--- config.mk ---
export PLATFORM = sky130hd
export DESIGN_NAME = cp1251_to_utf8_transcoder_unit_flat
export DESIGN_NICKNAME = d
export VERILOG_FILES = /design/src/cp1251_pkg.sv /design/src/cp1251_byte_if.sv /design/src/cp1251_utf8_if.sv /design/src/cp1251_decode.sv /design/src/cp1251_encode.sv /design/src/cp1251_serial.sv /design/src/cp1251_to_utf8_transcoder_unit.sv /design/src/flat_wrapper.sv
export SDC_FILE = /design/constraint.sdc
export NUM_CORES = 1
export LEC_CHECK = 0
export BUFFER_PORTS_ARGS = -buffer_cell sky130_fd_sc_hd__buf_2
export CAP_MARGIN = 20
export CORE_ASPECT_RATIO = 1.25
export CORE_UTILIZATION = 46
export CTS_CLUSTER_SIZE = 24
export DETAILED_ROUTE_END_ITERATION = 10
export PLACE_DENSITY = 0.62
export SETUP_SLACK_MARGIN = 0.5
export SKIP_LAST_GASP = 1
export SLEW_MARGIN = 20
export SYNTH_ARGS = -nofsm -noshare
export SYNTH_HDL_FRONTEND = slang
export SYNTH_SLANG_ARGS = --single-unit
--- constraint.sdc ---
create_clock -name clk -period 3.32 [get_ports clk]
set_input_delay 0.332 -clock clk [delete_from_list [all_inputs] [get_ports clk]]
set_output_delay 0.332 -clock clk [all_outputs]
set_load 0.01 [all_outputs]
--- src/cp1251_pkg.sv ---
// Shared types, constants and the code point table of the Windows-1251 to UTF-8 transcoder.
// No dependencies; the decode, encode, serial and top-level files import this package.
`default_nettype none
package cp1251_pkg;

  localparam int CP_W = 16;

  typedef logic [CP_W-1:0] code_point_t;
  typedef logic [1:0]      byte_count_t;

  localparam logic [7:0]  ASCII_LIMIT    = 8'h80;
  localparam logic [7:0]  CYR_FIRST      = 8'hC0;
  localparam code_point_t CYR_BASE       = 16'h0410;
  localparam code_point_t TWO_BYTE_LIMIT = 16'h0800;

  localparam logic [2:0] LEAD2_PREFIX = 3'b110;
  localparam logic [3:0] LEAD3_PREFIX = 4'b1110;
  localparam logic [1:0] CONT_PREFIX  = 2'b10;

  localparam byte_count_t ONE_BYTE   = 2'd1;
  localparam byte_count_t TWO_BYTES  = 2'd2;
  localparam byte_count_t THREE_BYTES = 2'd3;

  // Code points of bytes 0x80 to 0xBF; the undefined 0x98 maps to '?'.
  localparam code_point_t HIGH_ROM [64] = '{
    16'h0402, 16'h0403, 16'h201A, 16'h0453, 16'h201E, 16'h2026, 16'h2020, 16'h2021,
    16'h20AC, 16'h2030, 16'h0409, 16'h2039, 16'h040A, 16'h040C, 16'h040B, 16'h040F,
    16'h0452, 16'h2018, 16'h2019, 16'h201C, 16'h201D, 16'h2022, 16'h2013, 16'h2014,
    16'h003F, 16'h2122, 16'h0459, 16'h203A, 16'h045A, 16'h045C, 16'h045B, 16'h045F,
    16'h00A0, 16'h040E, 16'h045E, 16'h0408, 16'h00A4, 16'h0490, 16'h00A6, 16'h00A7,
    16'h0401, 16'h00A9, 16'h0404, 16'h00AB, 16'h00AC, 16'h00AD, 16'h00AE, 16'h0407,
    16'h00B0, 16'h00B1, 16'h0406, 16'h0456, 16'h0491, 16'h00B5, 16'h00B6, 16'h00B7,
    16'h0451, 16'h2116, 16'h0454, 16'h00BB, 16'h0458, 16'h0405, 16'h0455, 16'h0457
  };

  typedef struct packed {
    code_point_t cp;
    logic        chunk_end;
  } cp_item_t;

  typedef struct packed {
    logic [7:0]  b0;
    logic [7:0]  b1;
    logic [7:0]  b2;
    byte_count_t n;
    logic        chunk_end;
  } enc_item_t;

endpackage
`default_nettype wire

--- src/cp1251_byte_if.sv ---
// Request channel that carries one Windows-1251 byte and its chunk-end flag.
// No dependencies.
`default_nettype none
interface cp1251_byte_if;
  logic       valid;
  logic       ready;
  logic [7:0] in_byte;
  logic       chunk_end;

  modport source (output valid, output in_byte, output chunk_end, input ready);
  modport sink   (input valid, input in_byte, input chunk_end, output ready);
endinterface
`default_nettype wire

--- src/cp1251_utf8_if.sv ---
// Request channel that carries one UTF-8 byte with its character and chunk flags.
// No dependencies.
`default_nettype none
interface cp1251_utf8_if;
  logic       valid;
  logic       ready;
  logic [7:0] out_byte;
  logic       char_last;
  logic       chunk_done;

  modport source (output valid, output out_byte, output char_last, output chunk_done,
                  input ready);
  modport sink   (input valid, input out_byte, input char_last, input chunk_done,
                  output ready);
endinterface
`default_nettype wire

--- src/cp1251_decode.sv ---
// First stage: maps a Windows-1251 byte to its code point and registers it.
// Depends on cp1251_pkg and cp1251_byte_if.
`default_nettype none
module cp1251_decode (
  input  wire logic          clk,
  input  wire logic          rst,
  cp1251_byte_if.sink        src,
  output cp1251_pkg::cp_item_t item,
  output logic               item_valid,
  input  wire logic          item_ready
);
  import cp1251_pkg::*;

  code_point_t cp_next;

  always_comb begin
    if (src.in_byte < ASCII_LIMIT) begin
      cp_next = {{(CP_W-8){1'b0}}, src.in_byte};
    end else if (src.in_byte < CYR_FIRST) begin
      cp_next = HIGH_ROM[src.in_byte[5:0]];
    end else begin
      cp_next = CYR_BASE + {{(CP_W-6){1'b0}}, src.in_byte[5:0]};
    end
  end

  assign src.ready = !item_valid || item_ready;

  always_ff @(posedge clk) begin
    if (rst) begin
      item_valid <= 1'b0;
    end else if (src.ready) begin
      item_valid <= src.valid;
    end
    if (src.ready && src.valid) begin
      item.cp        <= cp_next;
      item.chunk_end <= src.chunk_end;
    end
  end
endmodule
`default_nettype wire

--- src/cp1251_encode.sv ---
// Second stage: forms the one to three UTF-8 bytes of a code point and registers them.
// Depends on cp1251_pkg.
`default_nettype none
module cp1251_encode (
  input  wire logic            clk,
  input  wire logic            rst,
  input  cp1251_pkg::cp_item_t  src,
  input  wire logic            src_valid,
  output logic                 src_ready,
  output cp1251_pkg::enc_item_t enc,
  output logic                 enc_valid,
  input  wire logic            enc_ready
);
  import cp1251_pkg::*;

  enc_item_t enc_next;

  always_comb begin
    enc_next.chunk_end = src.chunk_end;
    enc_next.b1        = {CONT_PREFIX, src.cp[11:6]};
    enc_next.b2        = {CONT_PREFIX, src.cp[5:0]};
    if (src.cp < {{(CP_W-8){1'b0}}, ASCII_LIMIT}) begin
      enc_next.b0 = src.cp[7:0];
      enc_next.n  = ONE_BYTE;
    end else if (src.cp < TWO_BYTE_LIMIT) begin
      // The low six bits become the second and final byte.
      enc_next.b0 = {LEAD2_PREFIX, src.cp[10:6]};
      enc_next.b1 = {CONT_PREFIX, src.cp[5:0]};
      enc_next.n  = TWO_BYTES;
    end else begin
      enc_next.b0 = {LEAD3_PREFIX, src.cp[15:12]};
      enc_next.n  = THREE_BYTES;
    end
  end

  assign src_ready = !enc_valid || enc_ready;

  always_ff @(posedge clk) begin
    if (rst) begin
      enc_valid <= 1'b0;
    end else if (src_ready) begin
      enc_valid <= src_valid;
    end
    if (src_ready && src_valid) begin
      enc <= enc_next;
    end
  end
endmodule
`default_nettype wire

--- src/cp1251_serial.sv ---
// Output stage: holds one encoded character and shifts its bytes out one per cycle while the sink is ready.
// Depends on cp1251_pkg and cp1251_utf8_if.
`default_nettype none
module cp1251_serial (
  input  wire logic            clk,
  input  wire logic            rst,
  input  cp1251_pkg::enc_item_t src,
  input  wire logic            src_valid,
  output logic                 src_ready,
  cp1251_utf8_if.source        dst
);
  import cp1251_pkg::*;

  logic        valid;
  byte_count_t cnt;
  logic [7:0]  b0;
  logic [7:0]  b1;
  logic [7:0]  b2;
  logic        chunk_end;
  logic        on_last;
  logic        fire;

  assign on_last = (cnt == ONE_BYTE);
  assign fire    = valid && dst.ready;
  // A new character may load in the same cycle that the last byte is taken.
  assign src_ready = !valid || (dst.ready && on_last);

  assign dst.valid      = valid;
  assign dst.out_byte   = b0;
  assign dst.char_last  = on_last;
  assign dst.chunk_done = on_last && chunk_end;

  always_ff @(posedge clk) begin
    if (rst) begin
      valid <= 1'b0;
    end else if (src_ready) begin
      valid <= src_valid;
    end
    if (src_ready && src_valid) begin
      b0        <= src.b0;
      b1        <= src.b1;
      b2        <= src.b2;
      cnt       <= src.n;
      chunk_end <= src.chunk_end;
    end else if (fire && !on_last) begin
      b0  <= b1;
      b1  <= b2;
      cnt <= cnt - ONE_BYTE;
    end
  end

  a_cnt_nonzero: assert property (@(posedge clk) disable iff (rst)
    valid |-> cnt != 2'd0)
    else $error("serializer holds a character with no bytes left");

  a_cont_follows: assert property (@(posedge clk) disable iff (rst)
    fire && !on_last |=> valid && b0[7:6] == CONT_PREFIX)
    else $error("byte after a non-final byte is not a continuation byte");

  a_three_lead: assert property (@(posedge clk) disable iff (rst)
    valid && cnt == THREE_BYTES |-> b0[7:4] == LEAD3_PREFIX)
    else $error("three-byte character does not start with a three-byte lead");

  a_single_ascii: assert property (@(posedge clk) disable iff (rst)
    src_ready && src_valid && src.n == ONE_BYTE |=> !b0[7])
    else $error("single-byte character loaded with the high bit set");
endmodule
`default_nettype wire

--- src/cp1251_to_utf8_transcoder_unit.sv ---
// Windows-1251 to UTF-8 transcoder, top level.
// The first UTF-8 byte of a character is offered once it has passed the decode, encode and serial registers.
// Throughput: one input byte per cycle for ASCII while the output is ready; for characters that encode to
// 2 or 3 bytes, the output stage, which sends one byte per cycle, takes no new one until the last byte is taken.
// Reset (rst, synchronous) clears the valid bit of each of the three stages; no memories.
`default_nettype none
module cp1251_to_utf8_transcoder_unit (
  input  wire logic     clk,
  input  wire logic     rst,
  cp1251_byte_if.sink   cp_bytes,
  cp1251_utf8_if.source utf8_bytes
);
  import cp1251_pkg::*;

  cp_item_t  cp_item;
  logic      cp_valid;
  logic      cp_ready;
  enc_item_t enc_item;
  logic      enc_valid;
  logic      enc_ready;

  cp1251_decode u_decode (
    .clk        (clk),
    .rst        (rst),
    .src        (cp_bytes),
    .item       (cp_item),
    .item_valid (cp_valid),
    .item_ready (cp_ready)
  );

  cp1251_encode u_encode (
    .clk       (clk),
    .rst       (rst),
    .src       (cp_item),
    .src_valid (cp_valid),
    .src_ready (cp_ready),
    .enc       (enc_item),
    .enc_valid (enc_valid),
    .enc_ready (enc_ready)
  );

  cp1251_serial u_serial (
    .clk       (clk),
    .rst       (rst),
    .src       (enc_item),
    .src_valid (enc_valid),
    .src_ready (enc_ready),
    .dst       (utf8_bytes)
  );
endmodule
`default_nettype wire
--- src/flat_wrapper.sv ---
// flat-port wrapper written by rule: the top's interface ports become plain ports
module cp1251_to_utf8_transcoder_unit_flat import cp1251_pkg::*;
  (clk, rst, cp_bytes_valid, cp_bytes_in_byte, cp_bytes_chunk_end, cp_bytes_ready, utf8_bytes_valid, utf8_bytes_out_byte, utf8_bytes_char_last, utf8_bytes_chunk_done, utf8_bytes_ready);
  cp1251_byte_if cp_bytes_i ();
  cp1251_utf8_if utf8_bytes_i ();
  input  wire logic clk;
  input  wire logic rst;
  input wire logic [$bits(cp_bytes_i.valid)-1:0] cp_bytes_valid;
  input wire logic [$bits(cp_bytes_i.in_byte)-1:0] cp_bytes_in_byte;
  input wire logic [$bits(cp_bytes_i.chunk_end)-1:0] cp_bytes_chunk_end;
  output wire logic [$bits(cp_bytes_i.ready)-1:0] cp_bytes_ready;
  output wire logic [$bits(utf8_bytes_i.valid)-1:0] utf8_bytes_valid;
  output wire logic [$bits(utf8_bytes_i.out_byte)-1:0] utf8_bytes_out_byte;
  output wire logic [$bits(utf8_bytes_i.char_last)-1:0] utf8_bytes_char_last;
  output wire logic [$bits(utf8_bytes_i.chunk_done)-1:0] utf8_bytes_chunk_done;
  input wire logic [$bits(utf8_bytes_i.ready)-1:0] utf8_bytes_ready;
  assign cp_bytes_i.valid = cp_bytes_valid;
  assign cp_bytes_i.in_byte = cp_bytes_in_byte;
  assign cp_bytes_i.chunk_end = cp_bytes_chunk_end;
  assign cp_bytes_ready = cp_bytes_i.ready;
  assign utf8_bytes_valid = utf8_bytes_i.valid;
  assign utf8_bytes_out_byte = utf8_bytes_i.out_byte;
  assign utf8_bytes_char_last = utf8_bytes_i.char_last;
  assign utf8_bytes_chunk_done = utf8_bytes_i.chunk_done;
  assign utf8_bytes_i.ready = utf8_bytes_ready;
  cp1251_to_utf8_transcoder_unit u_core (.clk(clk), .rst(rst), .cp_bytes(cp_bytes_i), .utf8_bytes(utf8_bytes_i));
endmodule
# ---- Yosys cells after proc, flatten, opt, wreduce, memory -nomap -nowiden
# Memory sizes are Yosys's and may differ from the RTL's.
# Cells that the tools add are included.
dict set report totals {
  ff_bits 70
  latch_bits 0
  ram_bits 0
  rom_bits 1024
  input_bits 13
  output_inout_bits 12
  wordCells 57
  n_memories 1
}
# name depth word_bits read_ports rd_clocked_by_memory_dff write_ports line
set memory_table {}
lappend memory_table {{(no name shown)} 64 16 1 0 0 cp1251_decode.sv:20} ;# cp_next = HIGH_ROM[src.in_byte[5:0]];
dict set report op_classes {
  n_addsub 2
  n_mul 0
  n_div 0
  n_lt_le_gt_ge 5
  n_eq_ne 1
  n_shift 0
  muxes 15
  bitwise 1
  n_reduce_logical 15
}
# op count
set ops {}
lappend ops {{16-bit 2-to-1 mux} 3}
lappend ops {{8-bit 2-to-1 mux} 6}
lappend ops {{6-bit 2-to-1 mux} 3}
lappend ops {{16-bit by 12-bit less-than comparator with 1-bit output (second input constant)} 1}
lappend ops {{16-bit by 8-bit less-than comparator with 1-bit output (second input constant)} 1}
lappend ops {{8-bit less-than comparator (second input constant)} 2}
lappend ops {{11-bit by 6-bit adder with 12-bit output (first input constant)} 1}
lappend ops {{7-bit greater-or-equal comparator (second input constant)} 1}
lappend ops {{1-bit logical AND} 7}
lappend ops {{6-bit inverter with 7-bit output} 1}
lappend ops {{1-bit logical NOT} 4}
lappend ops {{2-bit 2-to-1 mux} 2}
lappend ops {{1-bit logical OR} 3}
lappend ops {{2-bit by 1-bit equality test with 1-bit output (second input constant)} 1}
lappend ops {{2-bit nonzero test} 1}
lappend ops {{2-bit by 1-bit subtractor with 2-bit output (second input constant)} 1}
lappend ops {{1-bit 2-to-1 mux} 1}

# ---- Depth between registers and ports, before layout
# Gate-level depths: netlist of run 1.
dict set report logic_depth {
  word_depth 6
  depth_mapped 9
  ltp_nobuf 7
}

# ---- Hierarchy
# A second synthesis of run 1 with hierarchy kept.
dict set report hier_totals {
  cells_unflattened 316
  area_unflattened_um2 3708.6
}
# mod instances cells_each area_each_um2 seq_area_each_um2
set by_module_without_submodules {}
lappend by_module_without_submodules {cp1251_decode 1 187 1497.7 380.4}
lappend by_module_without_submodules {cp1251_serial 1 61 1189.9 830.8}
lappend by_module_without_submodules {cp1251_encode 1 68 1021.0 710.7}

# ---- Worst setup path after synthesis of run 1
# No wires, ideal clock.
dict set report synth_path {
  path_kind {register -> register}
  start {register u_core.u_serial.cnt[1]}
  end {register u_core.u_encode.enc[0] (netlist bit) (enable)}
  setup_ps 438
  arrival_time_ps 2496
  required_time_ps 2882
  slack_ps 386
  path_stages_with_launch 5
  n_path_buf 0
  period_less_slack_ps 2934
  cell_sequence {edfxtp_1 -> inv_1 -> ha_1 -> a21boi_2 -> a21boi_0}
}
dict set report synth_via {
  elab_chain_len 5
}
# element line
set synth_rtl {}
lappend synth_rtl {{from (decl)} cp1251_serial.sv:15} ;# byte_count_t cnt;
lappend synth_rtl {{from (signal assigned)} cp1251_serial.sv:43} ;# cnt <= src.n;
lappend synth_rtl {{from (signal assigned)} cp1251_serial.sv:48} ;# cnt <= cnt - ONE_BYTE;
lappend synth_rtl {{2-bit by 1-bit equality test with 1-bit output} cp1251_serial.sv:23} ;# assign on_last = (cnt == ONE_BYTE);
lappend synth_rtl {{via utf8_bytes_char_last} flat_wrapper.sv:14} ;# output wire logic [$bits(utf8_bytes_i.char_last)-1:0] utf8_bytes_char_last;
lappend synth_rtl {{1-bit logical AND} cp1251_serial.sv:26} ;# assign src_ready = !valid || (dst.ready && on_last);
lappend synth_rtl {{1-bit logical OR} cp1251_serial.sv:26}
lappend synth_rtl {{1-bit logical OR} cp1251_encode.sv:36} ;# assign src_ready = !enc_valid || enc_ready;
lappend synth_rtl {{1-bit logical AND} cp1251_encode.sv:44} ;# if (src_ready && src_valid) begin
lappend synth_rtl {{to (signal assigned)} cp1251_encode.sv:45} ;# enc <= enc_next;
lappend synth_rtl {{to (decl)} cp1251_encode.sv:10} ;# output cp1251_pkg::enc_item_t enc,
# The timed path passes the listed nets, and every way through them passes these cells.
# A chain may end at the register's enable or synchronous reset.

# ---- Worst setup path in the final report of run 1
dict set report layout_path {
  start {register u_core.u_serial.cnt[0]}
  end {register u_core.u_serial.b0[6], in the netlist u_core.u_serial.dst.out_byte[6] (data pin)}
}
dict set report layout_via {
  elab_chain_len 5
}
# element line
set layout_rtl {}
lappend layout_rtl {{2-bit by 1-bit equality test with 1-bit output} cp1251_serial.sv:23}
lappend layout_rtl {{1-bit logical AND} cp1251_serial.sv:26}
lappend layout_rtl {{1-bit logical OR} cp1251_serial.sv:26}
lappend layout_rtl {{1-bit logical AND} cp1251_serial.sv:39} ;# if (src_ready && src_valid) begin
lappend layout_rtl {{8-bit 2-to-1 mux} cp1251_serial.sv:39}
lappend layout_rtl {{to (signal assigned)} cp1251_serial.sv:40} ;# b0 <= src.b0;
lappend layout_rtl {{to (decl)} cp1251_serial.sv:16} ;# logic [7:0] b0;
# No other way between the ends.

==> impl_metrics.py, run 1 <==
metrics = {
    "status": {
        "status": "complete, no violations",
    },
    "worst_setup_path": {
        "endpoint_kind": "flop",
        "crit_chain": "ha_1 > a21boi_2 > nand2b_1 > inv_2 > and2_1",
        "required_ns": 3.41,
        "crit_type": "flop to flop",
        "startpoint_type": "flop",
        "cp_max_fo": 17,
        "cpMaxStageDelayCell": "nand2b_1",
        "cp_top_family": "simple AND/OR/NAND/NOR gates",
        "critPathMaxStageDelay_ns": 0.64,
        "path_buf_inv": 1,
        "cp.arrival_ns": 2.38,
        "worst-r2r-setup-slack_ns": 1.03,
    },
    "place": {
        "place_hpwl_mm": 4.392,
        "port_buffers": 24,
        "pre_cts_slack_ns": 1.015,
        "place.gp.congestion": 0.8581,
    },
    "clock_tree": {
        "htree_levels": 3,
        "cts_tree": "done",
        "ctsHoldBuffers": 0,
        "clk_pin_slew_ns": 0.06,
        "cts_setup_buffers": 0,
        "clock_latency_ns": 0.33,
        "postCtsResizedCells": 0,
        "clock_path_buffers": 2,
        "cts_buffers": 9,
        "numClockSinks": 61,
        "cts-root-buf": "clkbuf_8",
    },
    "synth": {
        "synthAdderAreaFrac": 0.03682,
        "syn-num-nets": 322,
        "synth_top_family_by_area": "compound AO/OA/AOI/OAI gates",
        "synth.avg_cell_area_um2": 11.37,
        "synth_area_leaders": "edfxtp_1 51%, ha_1 3.7%, mux2_2 3.0%, nand2_1 2.5%, a21oi_1 2.5%",
        "synth_compound_area_frac": 0.1793,
        "seq_area_frac_synth": 0.5302,
        "synth_seq_cells": 61,
        "yosys_warnings": 0,
        "synthXorXnorAreaFrac": 0,
        "syn-cell-area_mm2": 0.003398,
        "synth_top_area_frac": 0.5125,
        "synth_area_leader_cell": "edfxtp_1",
        "synthArstFlopShare": 0,
        "netlist_instances": 299,
        "muxShareOfSynthArea": 0.07732,
        "synth-simple-area-share": 0.1105,
        "ys.flop_type": "edfxtp_1",
        "synth_cell_types": 54,
        "synth_edf_count": 58,
    },
    "sta": {
        "hold_violations": 0,
        "min_period_over_period": 0.6903,
        "fin_skew_ns": 0.006700,
        "worst_slack_ns": 1.028,
        "fmax_mhz": 436.3,
        "setup_viol": 0,
        "fin_crit_ns": 2.292,
        "tightest_slew_ns": 0.7449,
        "rsz0062_at_grt": "false",
        "fin_tns_setup_ns": 0,
        "slew_viol_final": 0,
        "max_slew_margin": 0.5034,
    },
    "run": {
        "drv_cap": 0,
    },
    "power_and_ir_drop": {
        "p_sw_w": 0.0004067,
        "p_leak_nw": 1.361,
        "power_frac_seq": 0.529,
        "powerDensity_mw_per_mm2": 464.4,
        "peakVddDrop_v": 0.0002668,
        "clockPowerShare": 0.342,
        "intPower_w": 0.001309,
        "p_sw_frac": 0.2371,
        "p_comb_frac": 0.129,
    },
    "final_layout": {
        "layout_common_cells": "58 x edfxtp_1, 24 x buf_2, 23 x nand2_1, 22 x nor2_1, 17 x a21oi_1",
        "layout.cells.most_common": "edfxtp_1",
        "final_util": 0.5230,
        "drive_above_1_share": 0.1957,
        "fillCellCount": 662,
        "antenna_cells": 0,
        "areaGrowthSynthToFinish_pct": 8.689,
        "final_nets": 340,
    },
    "global_route": {
        "grt_first_pass_wirelength_mm": 10.34,
        "grt_usage": 0.1759,
        "grt.overflow.total": 0,
        "grt_max_degree": 40,
        "grt_pass1_vias": 2217,
        "antenna_found_initial": 0,
    },
    "drt": {
        "drt-met1-wl_mm": 2.588,
        "drc": 0,
        "drt-initial-drc-count": 98,
        "via_per_inst": 5.663,
        "highest_layer": "met4",
        "route.met2.wl_mm": 3.210,
        "firstDrtPassIters": 4,
        "wl_mm": 6.244,
        "dr_wl_met3_um": 241,
        "wire_per_inst_um": 15.16,
        "via_count": 2333,
        "antenna_left": 0,
    },
    "die": {
        "initial_core_util": 0.4812,
        "rows": 34,
        "core_area_mm2": 0.007062,
        "die_h_um": 98.10,
        "die_x_um": 78.88,
        "dieArea_mm2": 0.007737,
        "ios": 25,
    },
    "worst_hold_path": {
        "hold_path.class": "input port to flop",
    },
}
==> layer usage <==
layer | global-route usage | up-vias
met4 | 0.1063 | 0
met1 | 0.2000 | 1103
met5 | 0 | -
met2 | 0.3010 | 61
met3 | 0.03551 | 15
li1 | - | 1154
==> cell usage after synthesis (all sizes together), types with 2 or more instances <==
library cell / instances
edfxtp: 58
o21ai: 24
nand2: 23
nor2: 22
inv: 19
a21oi: 17
buf: 16
mux2: 16
ha: 10
and2: 8
a211oi: 7
nand2b: 7
mux2i: 6
nor3: 6
a22oi: 5
clkbuf: 5
o31ai: 5
a31oi: 4
nand3: 4
a21boi: 3
dfxtp: 3
o211ai: 3
a311oi: 2
and2b: 2
nor4: 2
o221ai: 2
o22ai: 2
o2bb2ai: 2
o41ai: 2
==> cell type report <==
| class | instances | area [um2] | share of cell area |
|---|---|---|---|
| flip-flops and latches | 61 | 1802 | 0.4878 |
| multi-input cells | 198 | 1376 | 0.3726 |
| clock buffers | 15 | 176.4 | 0.04776 |
| repair buffers | 28 | 150.1 | 0.04065 |
| well taps | 90 | 112.6 | 0.03049 |
| inverters | 19 | 71.32 | 0.01931 |
| clock inverters | 1 | 5.005 | 0.001355 |
==> per-stage QoR <==
step / cell area, um2 / hold slack, ns / power (W) / instances
after floorplan: 3398 / 0.4003 / 0.001094 / 299
after global placement: 3512 / 0.4031 / 0.001140 / 396
after detailed placement: 3512 / 0.4045 / 0.001144 / 396
after CTS: 3694 / 0.1639 / 0.001732 / 412
after global routing: 3694 / 0.1644 / 0.001788 / 412
final: 3694 / 0.1827 / 0.001715 / 412
==> cells by family after synthesis <==
| family | Yosys count |
|---|---|
| AOI/OAI and AO/OA | 87 |
| buffers and inverters | 40 |
| and+or+nand+nor | 78 |
| muxes | 23 |
| DFF | 61 |
| adders and majority gates | 10 |
==> final timing paths <==
check / start / endpoint / cells after the start
max: u_core.u_serial.cnt[0] / u_core.u_serial.dst.out_byte[6] / 5
min: cp_bytes_chunk_end / u_core.u_decode.item[0] / 1
max reg2reg: u_core.u_serial.cnt[0] / u_core.u_serial.dst.out_byte[6] / 5
min reg2reg: u_core.u_encode.enc[8] / u_core.u_serial.b2[5] / 0
==> power groups by stage <==
stage,Clock (W),Combinational (W),Sequential (W)
2_1_floorplan,0,0.000173,0.000921
3_3_place_gp,0,0.000218,0.000922
3_5_place_dp,0,0.000220,0.000924
4_1_cts,0.000603,0.000221,0.000908
5_1_grt,0.000630,0.000246,0.000911
6_report,0.000587,0.000221,0.000907
==> sequential cells by signal (all words and copies together) (netlist names), 2 cells and up <==
signal and cells:
u_core.u_encode.enc 23, u_core.u_serial.b1 6, u_core.u_decode.item 12, u_core.u_serial.b2 6, u_core.u_serial.cnt 2, u_core.u_serial.dst.out_byte 8
No activity file was read; power rests on OpenSTA's default activity.
==> inputs of run 2 (changes only) <==
--- a/config.mk
+++ b/config.mk
@@ -5,13 +5,14 @@
 export SDC_FILE = /design/constraint.sdc
 export NUM_CORES = 1
 export LEC_CHECK = 0
+export ABC_AREA = 1
 export BUFFER_PORTS_ARGS = -buffer_cell sky130_fd_sc_hd__buf_2
 export CAP_MARGIN = 20
 export CORE_ASPECT_RATIO = 1.25
 export CORE_UTILIZATION = 46
 export CTS_CLUSTER_SIZE = 24
 export DETAILED_ROUTE_END_ITERATION = 10
-export PLACE_DENSITY = 0.62
+export PLACE_DENSITY = 0.64
 export SETUP_SLACK_MARGIN = 0.5
 export SKIP_LAST_GASP = 1
 export SLEW_MARGIN = 20
==> constraint.sdc (replaced) <==
create_clock -name clk -period 2.1 [get_ports clk]
set_input_delay 0.21 -clock clk [delete_from_list [all_inputs] [get_ports clk]]
set_output_delay 0.21 -clock clk [all_outputs]
set_load 0.01 [all_outputs]
==> run 2 against run 1 <==
Against the previous run: sequential share of layout area decreased by 2.0 points; final cell count increased by 24%; register-to-register slack got worse by 0.57 ns; routed wire length increased by 19%; worst setup slack got worse by 0.57 ns; hold slack got worse by 0.11 ns; highest routed layer unchanged; flip-flop and latch count unchanged; sequential power increased by 59%; clock skew decreased by 0.00061 ns; synthesized cell count increased by 25%; via count increased by 13%.
==> impl_metrics.py, run 2 <==
metrics = {
    "status": {
        "status": "complete, no violations",
    },
    "clock_tree": {
        "clock_latency_ns": 0.32,
        "cts_tree": "done",
        "numClockSinks": 61,
        "ctsHoldBuffers": 0,
        "cts-root-buf": "clkbuf_8",
        "htree_levels": 3,
        "cts_buffers": 9,
        "clock_path_buffers": 2,
        "clk_pin_slew_ns": 0.06,
    },
    "worst_setup_path": {
        "startpoint_type": "flop",
        "cp.arrival_ns": 1.72,
        "cp_max_fo": 7,
        "crit_start": "u_core.u_serial.cnt[1]",
        "reg2reg_from": "u_core.u_serial.cnt[1]",
        "crit_type": "flop to flop",
        "required_ns": 2.17,
        "endpoint_kind": "flop",
    },
    "final_layout": {
        "largest_register_ffs": 23,
        "areaGrowthSynthToFinish_pct": 17.44,
        "regMostFlops": "u_core.u_encode.enc",
        "layout_common_cells": "118 x nand2_1, 58 x edfxtp_1, 34 x inv_1, 29 x o21ai_0",
        "drive_above_1_share": 0.2109,
        "layout.cells.most_common": "nand2_1",
        "final_nets": 440,
        "antenna_cells": 0,
    },
    "die": {
        "initial_core_util": 0.4728,
        "die_h_um": 96.38,
        "die_x_um": 77.51,
        "core_area_mm2": 0.006934,
        "ios": 25,
        "dieArea_mm2": 0.007470,
        "rows": 34,
    },
    "sta": {
        "hold_violations": 0,
        "min_period_over_period": 0.7841,
        "tightest_slew_ns": 0.5156,
        "rsz0062_at_grt": "true",
        "setup_viol": 0,
        "fin_skew_ns": 0.006093,
        "max_slew_margin": 0.6550,
        "fmax_mhz": 607.3,
        "slew_viol_final": 0,
        "fin_crit_ns": 1.647,
        "fin_tns_setup_ns": 0,
    },
    "place": {
        "place_hpwl_mm": 5.436,
        "port_buffers": 24,
        "place.gp.congestion": 0.9492,
    },
    "global_route": {
        "antenna_found_initial": 0,
        "grt_usage": 0.2045,
        "grt_first_pass_wirelength_mm": 11.30,
        "grt.overflow.total": 0,
        "grt_pass1_vias": 2456,
        "grt_max_degree": 23,
    },
    "drt": {
        "via_count": 2640,
        "via_per_inst": 5.156,
        "drc": 0,
        "antenna_left": 0,
        "wire_per_inst_um": 14.51,
        "drt-initial-drc-count": 115,
        "wl_mm": 7.427,
        "firstDrtPassIters": 4,
    },
    "run": {
        "drv_cap": 0,
    },
    "synth": {
        "seq_area_frac_synth": 0.5496,
        "synth_edf_count": 58,
        "yosys_warnings": 0,
        "netlist_instances": 374,
        "synth_cell_types": 26,
        "syn-num-nets": 397,
        "synth_area_leaders": "edfxtp_1 53%, nand2_1 15%, o21ai_0 4.6%, inv_1 4.5%, ha_1 3.8%",
        "syn-cell-area_mm2": 0.003278,
        "synth.avg_cell_area_um2": 8.765,
        "synth_area_leader_cell": "edfxtp_1",
        "synth_top_area_frac": 0.5313,
        "synth_seq_cells": 61,
        "synth_most_common_cell": "nand2_1",
        "ys.flop_type": "edfxtp_1",
        "synthArstFlopShare": 0,
        "ys_top_cells_by_count": "127 x nand2_1, 58 x edfxtp_1, 39 x inv_1, 30 x o21ai_0, 26 x nor2_1",
    },
    "power_and_ir_drop": {
        "fin_total_pwr_w": 0.002715,
        "powerDensity_mw_per_mm2": 705.1,
        "p_leak_nw": 1.653,
        "peakVddDrop_v": 0.0003048,
    },
    "worst_hold_path": {
        "hold_path.class": "input port to flop",
        "hold_start": "cp_bytes_chunk_end",
    },
}
-- run 2: cell types whose count changed after synthesis, moves of 5 or more --
cell	previous run	this run
nand2_1	23	127
inv_1	15	39
nand3_1	4	24
o21ai_0	15	30
mux2_2	9	0
and2_1	8	0
a211oi_1	7	0
mux2_1	7	0
nand2b_1	7	0
o21ai_1	9	2
mux2i_1	6	0
nor3_1	6	1
-- run 2: layout make-up --
type | instances | area, um2
inverter | 43 | 170.2
clock buffer | 14 | 162.7
clock inverter | 2 | 10.01
timing repair inverter | 3 | 22.52
timing repair buffer | 39 | 262.8
sequential | 61 | 1802
multi-input combinational | 260 | 1308
fill | 647 | 3084
tap | 90 | 112.6
-- run 2: power breakdown --
part	internal, W	switching [W]	total [W]
combinational	0.000130	0.000262	0.000392
sequential	0.00141	0.0000235	0.00144
clock	0.000490	0.000397	0.000886
total	0.00203	0.000682	0.00271
-- run 2: kinds of logic after synthesis --
family,synth area share
compound gates,0.08969
fa+ha+maj,0.03817
buf+inv,0.07366
flops,0.5496
simple gates,0.2489
-- run 2: stage by stage --
step | area (um2) | std cells | worst slack [ns] | utilization | hold WS [ns]
2_1_floorplan | 3312 | 374 | 0.3525 | - | 0.2791
3_3_place_gp | 3527 | 486 | 0.2021 | 0.5087 | 0.3904
3_5_place_dp | 3527 | 486 | 0.1762 | 0.5087 | 0.3964
4_1_cts | 3762 | 509 | 0.3693 | 0.5426 | 0.05624
5_1_grt | 3850 | 512 | 0.3487 | 0.5552 | 0.06146
6_report | 3850 | 512 | 0.4534 | 0.5552 | 0.07169
-- run 2: path summary, 6_finish.rpt --
path | endpoint | slack (ns) | cells after the start
max | u_core.u_serial.dst.out_byte[7] | 0.45 | 8
min | u_core.u_decode.item[0] | 0.07 | 1
max reg2reg | u_core.u_serial.dst.out_byte[7] | 0.45 | 8
min reg2reg | u_core.u_serial.b2[3] | 0.42 | 0
-- run 2: metal layers --
metal,share of wire,track usage
met5,0,0
met4,0.072,0.1777
met3,0.031,0.03286
met2,0.54,0.4049
met1,0.36,0.1782
-- run 2: worst max-delay path, stage by stage, from the launching register on --
cell and delay [ns]:
edfxtp_1 0.39, inv_2 0.08, ha_4 0.17, a21oi_4 0.06, buf_4 0.14, nor2_4 0.10, inv_2 0.07, buf_8 0.13
or2_2 0.26
-- run 2: timing repair --
action / in CTS / in global routing
pin swaps: 4 / 5
buffers inserted: 4 / 3
endpoints found under the setup margin: 41 / 69
gates cloned: 3 / 0
gates resized for setup: 7 / 17
==> inputs of run 3 (changes only) <==
--- a/config.mk
+++ b/config.mk
@@ -12,7 +12,7 @@
 export CORE_UTILIZATION = 46
 export CTS_CLUSTER_SIZE = 24
 export DETAILED_ROUTE_END_ITERATION = 10
-export PLACE_DENSITY = 0.64
+export PLACE_DENSITY = 0.62
 export SETUP_SLACK_MARGIN = 0.5
 export SKIP_LAST_GASP = 1
 export SLEW_MARGIN = 20
==> constraint.sdc (replaced) <==
create_clock -name clk -period 1.6 [get_ports clk]
set_input_delay 0.16 -clock clk [delete_from_list [all_inputs] [get_ports clk]]
set_output_delay 0.16 -clock clk [all_outputs]
set_load 0.01 [all_outputs]
==> run 3 against run 2 <==
Against the previous run: the flow now finishes with violations (setup timing); clock skew about the same; routed wire length increased by 29%; flip-flop and latch count unchanged; highest routed layer unchanged.
==> impl_metrics.py, run 3 (synthesis results as in run 2) <==
metrics = {
    "drt": {
        "wire_per_inst_um": 16.82,
        "wl_mm": 9.551,
        "drt-initial-drc-count": 142,
        "firstDrtPassIters": 5,
        "drc": 0,
        "antenna_left": 0,
        "via_count": 3003,
        "via_per_inst": 5.287,
    },
    "worst_hold_path": {
        "hold_start": "rst",
        "hold_path.class": "input port to flop",
        "hold_end": "u_core.u_encode.enc_valid",
        "worstHoldPathCells": 2,
    },
    "clock_tree": {
        "cts_tree": "done",
        "cts_buffers": 9,
        "cts-root-buf": "clkbuf_8",
        "clk_pin_slew_ns": 0.06,
        "htree_levels": 3,
        "numClockSinks": 61,
        "clock_path_buffers": 2,
        "clock_latency_ns": 0.33,
    },
    "power_and_ir_drop": {
        "p_leak_nw": 2.115,
        "fin_total_pwr_w": 0.003790,
        "peakVddDrop_v": 0.0005358,
        "powerDensity_mw_per_mm2": 774.2,
    },
    "worst_setup_path": {
        "startpoint_type": "flop",
        "cp_max_fo": 8,
        "crit_chain": "inv_2 > ha_4 > a21oi_4 > buf_6 > buf_6 > nor2_4 > inv_4 > buf_8 > or2_4",
        "crit_type": "flop to flop",
        "endpoint_kind": "flop",
        "cp_top_family": "buffers and inverters",
        "worst-r2r-setup-slack_ns": -0.09,
        "cpMaxStageDelayCell": "edfxtp_1",
        "r2r_end": "u_core.u_serial.dst.out_byte[7]",
        "path_buf_inv": 5,
        "required_ns": 1.68,
        "path_common_cell": "buf_6",
        "critPathMaxStageDelay_ns": 0.38,
        "reg2reg_from": "u_core.u_serial.cnt[1]",
        "r2r_cells": 9,
        "cp.arrival_ns": 1.77,
    },
    "final_layout": {
        "final_area_mm2": 0.004896,
        "regMostFlops": "u_core.u_encode.enc",
        "antenna_cells": 0,
        "final_nets": 497,
        "layout_common_cells": "91 x nand2_1, 58 x edfxtp_1, 37 x buf_4, 27 x buf_6, 25 x nand2_2",
        "fillCellCount": 517,
        "multi_input_comb_area_mm2": 0.001703,
        "largest_register_ffs": 23,
        "drive_above_1_share": 0.4540,
        "layout.cells.most_common": "nand2_1",
        "seq_area_mm2": 0.001802,
        "areaGrowthSynthToFinish_pct": 49.35,
    },
    "die": {
        "initial_core_util": 0.4728,
        "rows": 34,
        "dieArea_mm2": 0.007470,
        "core_area_mm2": 0.006934,
        "die_h_um": 96.38,
        "die_x_um": 77.51,
        "ios": 25,
    },
    "place": {
        "pre_cts_slack_ns": -0.03853,
        "place_area_mm2": 0.003860,
        "port_buffers": 24,
        "place_hpwl_mm": 5.924,
        "place.gp.congestion": 1.021,
    },
    "sta": {
        "slew_viol_final": 0,
        "fmax_mhz": 592.0,
        "setup_viol": 68,
        "fin_skew_ns": 0.005644,
        "worst_slack_ns": -0.08920,
        "fin_crit_ns": 1.689,
        "rsz0062_at_grt": "true",
        "hold_violations": 0,
        "max_slew_margin": 0.7648,
        "fin_tns_setup_ns": -3.893,
        "tightest_slew_ns": 0.3524,
        "min_period_over_period": 1.056,
    },
    "global_route": {
        "grt_usage": 0.2551,
        "grt_max_degree": 24,
        "grt_first_pass_wirelength_mm": 14.04,
        "antenna_found_initial": 0,
        "grt_pass1_vias": 2959,
        "grt.overflow.total": 0,
    },
    "run": {
        "drv_cap": 0,
    },
    "status": {
        "violations": "setup timing",
        "status": "finished, violations left",
    },
}
==> run 3: cell type report <==
class	count	area share
Timing Repair inverter	1	0.002300
Inverter	43	0.04089
Timing Repair Buffer	97	0.1878
Multi-Input combinational cell	261	0.3478
Clock inverter	4	0.003322
Clock buffer	11	0.02683
Sequential cell	61	0.3680
Tap cell	90	0.02300
==> run 3: how the worst max path moves through the flow <==
stage / start / end / slack, ns / cells past startpoint
after global placement: cp_bytes_in_byte[0] / u_core.u_decode.item[11] / -0.06 / 9
after global routing: u_core.u_serial.cnt[0] / cp_bytes_ready / -0.16 / 7
after detailed placement: cp_bytes_in_byte[0] / u_core.u_decode.item[11] / -0.04 / 9
after CTS: u_core.u_serial.cnt[0] / cp_bytes_ready / -0.10 / 7
final: u_core.u_serial.cnt[1] / u_core.u_serial.dst.out_byte[7] / -0.09 / 9
after floorplan: u_core.u_serial.cnt[0] / u_core.u_encode.enc[0] / -0.14 / 7
==> run 3: worst register-to-register path: cells and delay by family, from the launching register on <==
family	cells	cell delay [ns]
adders and majority gates	1	0.14
and+or+nand+nor	2	0.35
DFF	1	0.38
buffers and inverters	5	0.52
AOI/OAI and AO/OA	1	0.06
==> run 3: what timing repair did <==
| action | in CTS | in global routing |
|---|---|---|
| endpoints found under the hold margin | 1 | 0 |
| hold buffers | 1 | 0 |
| buffers inserted | 29 | 8 |
| pin swaps | 31 | 47 |
| resized for setup | 65 | 86 |
| setup endpoints to repair | 102 | 104 |
| gates cloned | 3 | 4 |
==> run 3: where the power goes <==
| group | leakage, nW | switching, W | internal, W |
|---|---|---|---|
| logic | 1.47 | 0.000474 | 0.000360 |
| clock network | 0.0757 | 0.000527 | 0.000535 |
| registers | 0.569 | 0.0000398 | 0.00186 |
==> run 3: routing by layer <==
layer | track usage | vias to the layer above | part of all wire
met5 | 0 | - | 0
met4 | 0.2075 | 0 | 0.063
met3 | 0.02911 | 46 | 0.029
met2 | 0.5170 | 98 | 0.57
met1 | 0.2258 | 1418 | 0.33
li1 | - | 1441 | -
==> run 3: stage by stage <==
step	instances	util	hold slack, ns
after floorplan	374	-	0.2291
final	568	0.7061	0.04554
after global placement	508	0.5567	0.3426
after detailed placement	508	0.5567	0.3439
after CTS	556	0.6454	0.01449
after global routing	568	0.7061	0.03847
